===== config.mk =====
export PLATFORM = sky130hd
export DESIGN_NAME = arp_responder_and_cache
export DESIGN_NICKNAME = d
export VERILOG_FILES = /design/src/rtl/arpc_pkg.sv /design/src/rtl/arp_responder_and_cache.sv /design/src/rtl/arpc_ram.sv /design/src/rtl/arpc_table.sv
export SDC_FILE = /design/constraint.sdc
export NUM_CORES = 1
export LEC_CHECK = 0
export ABC_AREA = 1
export BUFFER_PORTS_ARGS = -buffer_cell sky130_fd_sc_hd__buf_2
export CORE_ASPECT_RATIO = 2
export CORE_UTILIZATION = 45
export CTS_CLUSTER_DIAMETER = 80
export DETAILED_ROUTE_END_ITERATION = 12
export PLACE_DENSITY_LB_ADDON = 0.15
export SLEW_MARGIN = 0
export SYNTH_ARGS = -nofsm -noshare
export SYNTH_HDL_FRONTEND = slang
export SYNTH_SLANG_ARGS = --single-unit
export TNS_END_PERCENT = 10

===== constraint.sdc =====
create_clock -name clk_i -period 19.6 [get_ports clk_i]
set_input_delay 3.92 -clock clk_i [delete_from_list [all_inputs] [get_ports clk_i]]
set_output_delay 3.92 -clock clk_i [all_outputs]
set_load 0.02 [all_outputs]

===== src/rtl/arpc_pkg.sv =====
// ----------------------------------------------------------------------------
// ARP responder package
// Shared types, field codes and table sizing for the ARP responder and cache.
// ----------------------------------------------------------------------------
package arpc_pkg;

  localparam int TABLE_ENTRIES = 16;
  localparam int IDX_W = (TABLE_ENTRIES > 1) ? $clog2(TABLE_ENTRIES) : 1;
  localparam int ENTRY_W = 32 + 48;
  localparam int CFG_IDX_W = 1;

  // Configuration register indexes
  localparam logic [CFG_IDX_W-1:0] REG_OWN_MAC = 1'b0;
  localparam logic [CFG_IDX_W-1:0] REG_OWN_IP  = 1'b1;

  // Commands
  localparam logic CMD_RX    = 1'b0;
  localparam logic CMD_PROBE = 1'b1;

  // ARP header codes
  localparam logic [15:0] HW_TYPE_ETH    = 16'h0001;
  localparam logic [15:0] PROTO_IPV4     = 16'h0800;
  localparam logic [7:0]  HW_LEN_ETH     = 8'd6;
  localparam logic [7:0]  PROTO_LEN_IPV4 = 8'd4;
  localparam logic [15:0] OP_REQUEST     = 16'd1;
  localparam logic [15:0] OP_REPLY       = 16'd2;

  localparam logic [47:0] BCAST_MAC = 48'hFFFF_FFFF_FFFF;

  typedef enum logic [1:0] {
    OUT_DROP    = 2'd0,
    OUT_REPLY   = 2'd1,
    OUT_REQUEST = 2'd2,
    OUT_LEARN   = 2'd3
  } outcome_e;

  typedef enum logic [1:0] {
    TX_OP_NONE    = 2'd0,
    TX_OP_REQUEST = 2'd1,
    TX_OP_REPLY   = 2'd2
  } tx_op_e;

  typedef enum logic [1:0] {
    CTL_IDLE,
    CTL_EVAL,
    CTL_WAIT
  } ctl_state_e;

  typedef enum logic [1:0] {
    TBL_IDLE,
    TBL_SCAN,
    TBL_WRITE
  } tbl_state_e;

  typedef struct packed {
    logic        command;
    logic [15:0] hw_type;
    logic [15:0] ptype;
    logic [7:0]  hw_len;
    logic [7:0]  plen;
    logic [15:0] opcode;
    logic [47:0] sender_mac;
    logic [31:0] sender_ip;
    logic [47:0] target_mac;
    logic [31:0] target_ip;
  } arp_in_t;

  typedef struct packed {
    logic [1:0]  outcome;
    logic [1:0]  tx_opcode;
    logic [47:0] tx_eth_dest;
    logic [47:0] tx_target_mac;
    logic [31:0] tx_target_ip;
    logic [31:0] tx_sender_ip;
    logic [31:0] learned_ip;
    logic [47:0] learned_mac;
    logic        replaced_existing;
  } arp_res_t;

  typedef struct packed {
    logic        start;
    logic [31:0] ip;
    logic [47:0] mac;
  } tbl_req_t;

  typedef struct packed {
    logic done;
    logic existed;
  } tbl_rsp_t;

endpackage


===== src/rtl/arp_responder_and_cache.sv =====
// ----------------------------------------------------------------------------
// ARP responder and address cache
// Answers ARP requests for our IP, learns bindings from replies sent to us,
// and issues broadcast probe requests.
// ----------------------------------------------------------------------------
// Usage:
//   Command channel: drive req_i and raise start while busy is low; the
//   item is taken at that clock edge and busy rises on the next cycle.
//   Result channel: every item gives one result beat on res_o, marked by
//   res_valid_o for exactly one cycle. The receiver cannot stall it.
//   Config channel: cfg_index_i selects own_mac (0) or own_ip (1); a write
//   completes when cfg_valid_i and cfg_ready_o are both high. Write only
//   while busy is low and no result is pending.
// Sequencing:
//   Drops, probes and answered requests: the item is evaluated in the EVAL
//   state and its result is registered; no new item is taken until IDLE.
//   Learning replies: the table search reads one entry per cycle from the
//   entry RAM, and the result is registered once the binding is written;
//   a hit ends the search early.
// Reset:
//   Clears the valid bits of all table entries, the round-robin pointer,
//   both configuration registers and the control state.
// ----------------------------------------------------------------------------
module arp_responder_and_cache (
  input  logic                                clk_i,
  input  logic                                rst_ni,
  input  logic                                start,
  output logic                                busy,
  input  arpc_pkg::arp_in_t                   req_i,
  output logic                                res_valid_o,
  output arpc_pkg::arp_res_t                  res_o,
  input  logic                                cfg_valid_i,
  output logic                                cfg_ready_o,
  input  logic [arpc_pkg::CFG_IDX_W-1:0]      cfg_index_i,
  input  logic [47:0]                         cfg_data_i
);

  import arpc_pkg::*;

  ctl_state_e state_q, state_d;

  logic [47:0] own_mac_q;
  logic [31:0] own_ip_q;
  arp_in_t     item_q;
  arp_res_t    res_q, res_d;
  logic        res_valid_q;

  logic     accept;
  logic     hdr_ok;
  logic     is_probe;
  logic     is_learn;
  logic     is_answer;
  logic     res_load;
  tbl_req_t tbl_req;
  tbl_rsp_t tbl_rsp;

  assign accept      = start && !busy;
  assign cfg_ready_o = 1'b1;

  assign hdr_ok = (item_q.hw_type == HW_TYPE_ETH) && (item_q.ptype == PROTO_IPV4) &&
                  (item_q.hw_len == HW_LEN_ETH) && (item_q.plen == PROTO_LEN_IPV4);
  assign is_probe  = (item_q.command == CMD_PROBE);
  assign is_learn  = !is_probe && hdr_ok && (item_q.opcode == OP_REPLY) &&
                     (item_q.target_mac == own_mac_q);
  assign is_answer = !is_probe && hdr_ok && (item_q.opcode == OP_REQUEST) &&
                     (item_q.target_ip == own_ip_q);

  arpc_table u_table (
    .clk_i (clk_i),
    .rst_ni(rst_ni),
    .req_i (tbl_req),
    .rsp_o (tbl_rsp)
  );

  // Next state
  always_comb begin
    state_d = state_q;
    case (state_q)
      CTL_IDLE: begin
        if (accept) state_d = CTL_EVAL;
      end
      CTL_EVAL: state_d = is_learn ? CTL_WAIT : CTL_IDLE;
      CTL_WAIT: begin
        if (tbl_rsp.done) state_d = CTL_IDLE;
      end
      default: state_d = CTL_IDLE;
    endcase
  end

  // Outputs
  always_comb begin
    busy          = 1'b1;
    res_load      = 1'b0;
    tbl_req.start = 1'b0;
    tbl_req.ip    = item_q.sender_ip;
    tbl_req.mac   = item_q.sender_mac;
    res_d         = '0;
    case (state_q)
      CTL_IDLE: busy = 1'b0;
      CTL_EVAL: begin
        if (is_learn) begin
          tbl_req.start = 1'b1;
        end else begin
          res_load = 1'b1;
          if (is_probe) begin
            res_d.outcome      = OUT_REQUEST;
            res_d.tx_opcode    = TX_OP_REQUEST;
            res_d.tx_eth_dest  = BCAST_MAC;
            res_d.tx_target_ip = item_q.target_ip;
          end else if (is_answer) begin
            res_d.outcome       = OUT_REPLY;
            res_d.tx_opcode     = TX_OP_REPLY;
            res_d.tx_eth_dest   = item_q.sender_mac;
            res_d.tx_target_mac = item_q.sender_mac;
            res_d.tx_target_ip  = item_q.sender_ip;
            res_d.tx_sender_ip  = own_ip_q;
          end
        end
      end
      CTL_WAIT: begin
        res_load                = tbl_rsp.done;
        res_d.outcome           = OUT_LEARN;
        res_d.learned_ip        = item_q.sender_ip;
        res_d.learned_mac       = item_q.sender_mac;
        res_d.replaced_existing = tbl_rsp.existed;
      end
      default: ;
    endcase
  end

  always_ff @(posedge clk_i or negedge rst_ni) begin
    if (!rst_ni) begin
      state_q     <= CTL_IDLE;
      res_valid_q <= 1'b0;
      own_mac_q   <= '0;
      own_ip_q    <= '0;
    end else begin
      state_q     <= state_d;
      res_valid_q <= res_load;
      if (cfg_valid_i && cfg_ready_o) begin
        case (cfg_index_i)
          REG_OWN_MAC: own_mac_q <= cfg_data_i;
          REG_OWN_IP:  own_ip_q  <= cfg_data_i[31:0];
          default: ;
        endcase
      end
    end
  end

  always_ff @(posedge clk_i) begin
    if (accept) begin
      item_q <= req_i;
    end
    if (res_load) begin
      res_q <= res_d;
    end
  end

  assign res_valid_o = res_valid_q;
  assign res_o       = res_q;

endmodule


===== src/rtl/arpc_ram.sv =====
// ----------------------------------------------------------------------------
// Generic RAM
// One write port, one read port with registered read data.
// ----------------------------------------------------------------------------
module arpc_ram #(
  parameter int Width = 8,
  parameter int Depth = 16
) (
  input  logic                                   clk_i,
  input  logic                                   we_i,
  input  logic [((Depth > 1) ? $clog2(Depth) : 1)-1:0] waddr_i,
  input  logic [Width-1:0]                       wdata_i,
  input  logic [((Depth > 1) ? $clog2(Depth) : 1)-1:0] raddr_i,
  output logic [Width-1:0]                       rdata_o
);

  logic [Width-1:0] mem_q [Depth];
  logic [Width-1:0] rdata_q;

  always_ff @(posedge clk_i) begin
    if (we_i) begin
      mem_q[waddr_i] <= wdata_i;
    end
    rdata_q <= mem_q[raddr_i];
  end

  assign rdata_o = rdata_q;

endmodule


===== src/rtl/arpc_table.sv =====
// ----------------------------------------------------------------------------
// ARP binding table
// Sequential search over the entry RAM with one shared IP comparator,
// then placement of the binding: in place, first free entry, or round-robin.
// ----------------------------------------------------------------------------
module arpc_table (
  input  logic               clk_i,
  input  logic               rst_ni,
  input  arpc_pkg::tbl_req_t req_i,
  output arpc_pkg::tbl_rsp_t rsp_o
);

  import arpc_pkg::*;

  localparam logic [IDX_W-1:0] LAST_IDX = IDX_W'(TABLE_ENTRIES - 1);

  tbl_state_e state_q, state_d;

  logic [TABLE_ENTRIES-1:0] valid_q;
  logic [31:0]      ip_q;
  logic [47:0]      mac_q;
  logic [IDX_W-1:0] rd_idx_q, rd_idx_d;
  logic [IDX_W-1:0] chk_idx_q, chk_idx_d;
  logic             chk_valid_q, chk_valid_d;
  logic             free_found_q, free_found_d;
  logic [IDX_W-1:0] free_idx_q, free_idx_d;
  logic [IDX_W-1:0] slot_q, slot_d;
  logic             existed_q, existed_d;
  logic [IDX_W-1:0] ptr_q, ptr_d;

  logic               ram_we;
  logic [ENTRY_W-1:0] ram_rdata;
  logic               hit;
  logic               chk_free;
  logic               last;
  logic               free_now;

  arpc_ram #(
    .Width(ENTRY_W),
    .Depth(TABLE_ENTRIES)
  ) u_ram (
    .clk_i  (clk_i),
    .we_i   (ram_we),
    .waddr_i(slot_q),
    .wdata_i({ip_q, mac_q}),
    .raddr_i(rd_idx_q),
    .rdata_o(ram_rdata)
  );

  // Shared compare on the entry read back in the cycle after its address
  assign hit      = chk_valid_q && valid_q[chk_idx_q] && (ram_rdata[ENTRY_W-1:48] == ip_q);
  assign chk_free = chk_valid_q && !valid_q[chk_idx_q];
  assign last     = chk_valid_q && (chk_idx_q == LAST_IDX);
  assign free_now = free_found_q || chk_free;

  // Next state
  always_comb begin
    state_d = state_q;
    case (state_q)
      TBL_IDLE: begin
        if (req_i.start) state_d = TBL_SCAN;
      end
      TBL_SCAN: begin
        if (hit || last) state_d = TBL_WRITE;
      end
      TBL_WRITE: state_d = TBL_IDLE;
      default:   state_d = TBL_IDLE;
    endcase
  end

  // Outputs
  always_comb begin
    ram_we        = 1'b0;
    rsp_o.done    = 1'b0;
    rsp_o.existed = existed_q;
    case (state_q)
      TBL_WRITE: begin
        ram_we     = 1'b1;
        rsp_o.done = 1'b1;
      end
      default: ;
    endcase
  end

  // Scan datapath
  always_comb begin
    rd_idx_d     = rd_idx_q;
    chk_idx_d    = chk_idx_q;
    chk_valid_d  = chk_valid_q;
    free_found_d = free_found_q;
    free_idx_d   = free_idx_q;
    slot_d       = slot_q;
    existed_d    = existed_q;
    ptr_d        = ptr_q;
    case (state_q)
      TBL_IDLE: begin
        rd_idx_d     = '0;
        chk_valid_d  = 1'b0;
        free_found_d = 1'b0;
        existed_d    = 1'b0;
      end
      TBL_SCAN: begin
        rd_idx_d    = (rd_idx_q == LAST_IDX) ? '0 : rd_idx_q + 1'b1;
        chk_idx_d   = rd_idx_q;
        chk_valid_d = 1'b1;
        if (chk_free && !free_found_q) begin
          free_found_d = 1'b1;
          free_idx_d   = chk_idx_q;
        end
        if (hit) begin
          slot_d    = chk_idx_q;
          existed_d = 1'b1;
        end else if (last) begin
          if (free_now) begin
            slot_d = free_found_q ? free_idx_q : chk_idx_q;
          end else begin
            // table full: evict and advance
            slot_d = ptr_q;
            ptr_d  = (ptr_q == LAST_IDX) ? '0 : ptr_q + 1'b1;
          end
        end
      end
      default: ;
    endcase
  end

  always_ff @(posedge clk_i or negedge rst_ni) begin
    if (!rst_ni) begin
      state_q      <= TBL_IDLE;
      valid_q      <= '0;
      ptr_q        <= '0;
      chk_valid_q  <= 1'b0;
      free_found_q <= 1'b0;
      existed_q    <= 1'b0;
    end else begin
      state_q      <= state_d;
      ptr_q        <= ptr_d;
      chk_valid_q  <= chk_valid_d;
      free_found_q <= free_found_d;
      existed_q    <= existed_d;
      if (ram_we) begin
        valid_q[slot_q] <= 1'b1;
      end
    end
  end

  always_ff @(posedge clk_i) begin
    if (state_q == TBL_IDLE && req_i.start) begin
      ip_q  <= req_i.ip;
      mac_q <= req_i.mac;
    end
    rd_idx_q   <= rd_idx_d;
    chk_idx_q  <= chk_idx_d;
    free_idx_q <= free_idx_d;
    slot_q     <= slot_d;
  end

endmodule


==> summary.txt <==
Floorplan
  – Die Span Y: 456 µm
  – Core area: 0.102 mm²
  – Row cnt: 166
  – Die area: 0.104 mm²
  – Starting Density: 45.3%
  – Die Wd: 229 µm
  – Ports: 526

CTS
  – Hold buffers post-CTS: 0
  – Clock Tree Root: clkbuf_16
  – Clock sink count: 1,170
  – CTS tree: yes
  – Worst-Skew Late Latency: 720 ps
  – CTS resizes: 0
  – H-tree depth: 3
  – Clock Pin Slew Worst Setup and Hold Paths: 70 ps
  – Clock buffer depth: 3
  – CTS Buf Count: 98
  – Post-CTS Setup Inserts: 0

Setup path
  – Worst Path Required: 15,680 ps
  – Crit-path max FO: 3
  – Max stage delay on crit path: 370 ps
  – Worst path arrival time: 1760 ps
  – Crit-path leading delay family: buffers and inverters
  – Worst Setup End Kind: primary output
  – Crit path top cell by count: inv_1
  – Critical path's slowest cell: dfrtp_1
  – Type of origin of the critical path: flop
  – Critical-path cell list: inv_1 -> ha_1 -> inv_1 -> buf_2
  – Worst Path Buf+Inv: 3
  – CP Class: flop to primary output

Flow run
  – Max-cap violations: 0

Synth
  – YS warnings: 0
  – Cell Area, Synth: 0.0463 mm²
  – Synth Net Count: 3,940
  – Seq/Total Area, Yosys: 74.0%
  – Async set or reset register ratio after synthesis: 9.23%
  – Synthesized area per cell: 12.7 µm²
  – Synth cell types: 46
  – Post-Synthesis Cells: 3,657
  – Main synth FF type: edfxtp_1
  – Number of synthesized register bits: 1,170
  – Number of synthesized flops with an enable pin: 1,030

Cells and area
  – Layout area overhead: 15.9%
  – Most common cell after layout, fill and taps aside: edfxtp_1
  – Share of post-route cells with drive strength above 1: 19.2%
  – Fin nets: 4,449
  – Most frequent cells in the layout: edfxtp_1 (1,030), nand2_1 (561), nor2_1 (544), buf_2 (523), inv_1 (346)

GRT
  – Initial antenna violation count: 34
  – GRT Overall Usage: 25.4%
  – Gr ovfl total: 0
  – Largest net degree at the start of global routing: 194
  – Global-route wire length before repair: 192,000 µm
  – Number of global-route vias before repair: 29.7k

Place
  – Detailed placer's ending HPWL: 87,200 µm
  – Port Buf Inserts: 524
  – Gpl congestion: 0.923

Route
  – Via density: 5.27
  – Routed len/inst: 23.8 µm
  – # DRC: 0
  – Via count: 29.6k
  – 1st-pass router iterations: 5
  – Initial DRC count: 2,402
  – Wirelength, routed: 134,000 µm
  – Routed Antenna Nets: 0

Pwr
  – Peak supply drop: 119 µV
  – Pwr per Cell Area: 114 mW/mm²
  – Final Power: 6.12 mW
  – Leak: 20.6 nW

STA
  – Worst slew pin tran: 1170 ps
  – Rel. slew slack: 21.7%
  – Final min period: 5680 ps
  – RSZ-0062 raised after global routing: no
  – Worst hold slack: 459 ps
  – Clock Skew: 34.4 ps
  – Fmax: 176 MHz
  – Hold Violations, Final: 0
  – Period Utilization, post-route: 29.0%
  – Max-slew violations: 0
  – Setup TNS: 0 ps
  – Final setup fails: 0

Outcome
  – Run status: completed

Worst hold path
  – Hold Crit Class: flop to flop
## final timing paths
kind	from	end	slack [ps]	cells after the start
max	state_q[0]	busy	13920	4
min	u_table.valid_q[2]	u_table.valid_q[2]	460	2
max reg2reg	is_probe	res_o[78]	14480	15
min reg2reg	u_table.valid_q[2]	u_table.valid_q[2]	460	2
max in group asynchronous	rst_ni	own_ip_q[17]	15070	2
min in group asynchronous	rst_ni	u_table.valid_q[1]	3250	1
## per-stage QoR
stage                     cell area [µm²]  utilization (%)  instances  worst slack, ps
after detailed placement            50300             49.2       5410            13410
after global placement              50300             49.2       5410            13420
after global routing                53600             52.5       5599            13860
final                               53700             52.5       5610            13920
after floorplan                     46300                -       3657             5500
after CTS                           53600             52.5       5596            13880
## synthesized netlist by cell type, types with 27 or more instances
cell         n  area, µm²
clkbuf_1    98        368
a21oi_1     76        380
edfxtp_1  1030      30900
buf_2       27        135
dfrtp_1    108       2700
mux2i_1     48        480
inv_1      349       1310
nor2_1     561       2110
o221ai_1    48        420
dfxtp_1     32        641
nand2_1    563       2110
xnor2_1     54        473
nand3_1    169        846
o21ai_0    220       1100
o32ai_1     80        701
## cell families after synthesis
logic type	synth area share [%]
flops	74.0
compound gates	6.13
other cells	0.00810
simple gates	12.1
xor+xnor	1.48
fa+ha+maj	0.135
mux	1.43
buf+inv	4.69
## cell type report
type / count / area (µm²)
Sequential cell: 1170 / 34300
Clock inverter: 56 / 596
Clock buffer: 130 / 2730
Fill cell: 8870 / 48500
Multi-Input combinational cell: 1968 / 10000
Tap cell: 1344 / 1680
Antenna cell: 14 / 35.0
Timing Repair Buffer: 570 / 2980
Inverter: 358 / 1360
## worst reg2reg max path, cell delays in order, from the launching register on
cell,delay [ps]
edfxtp_1,320
buf_4,360
inv_2,60
buf_4,310
nand3_1,240
nor2_1,50
nand2_1,60
nor2_1,40
nand2_1,90
nor2_1,60
nand3_2,140
nand2_4,270
a21oi_4,220
buf_4,830
buf_4,820
buf_4,820
## flip-flops by register name, summed over array words and instances, names as in the netlist
| name | flops |
|---|---|
| is_probe | 1 |
| item_q | 224 |
| own_ip_q | 32 |
| own_mac_q | 48 |
| res_o | 245 |
| res_valid_o | 1 |
| state_q | 2 |
| u_table.chk_idx_q | 4 |
| u_table.chk_valid_q | 1 |
| u_table.existed_q | 1 |
| u_table.free_found_q | 1 |
| u_table.free_idx_q | 4 |
| u_table.ip_q | 32 |
| u_table.ptr_q | 4 |
| u_table.rd_idx_q | 4 |
| u_table.slot_q | 4 |
| u_table.state_q | 2 |
| u_table.u_ram.mem_q | 512 |
| u_table.u_ram.rdata_o | 32 |
| u_table.valid_q | 16 |
## power by group
part           switching (mW)  internal, mW  total (mW)
clock                   0.923          1.12        2.04
combinational           0.670         0.212       0.883
sequential              0.136          3.06        3.20
total                    1.73          4.39        6.12
## per-layer routing
metal / vias up / share of wire, % / global-route usage [%]
met1: 14489 / 35 / 27.3
met4: 40 / 4.6 / 12.0
li1: 13697 / - / -
met3: 278 / 7.6 / 6.16
met2: 1057 / 53 / 46.6
met5: - / 0.20 / 0
(Power assumes the default switching activity.)
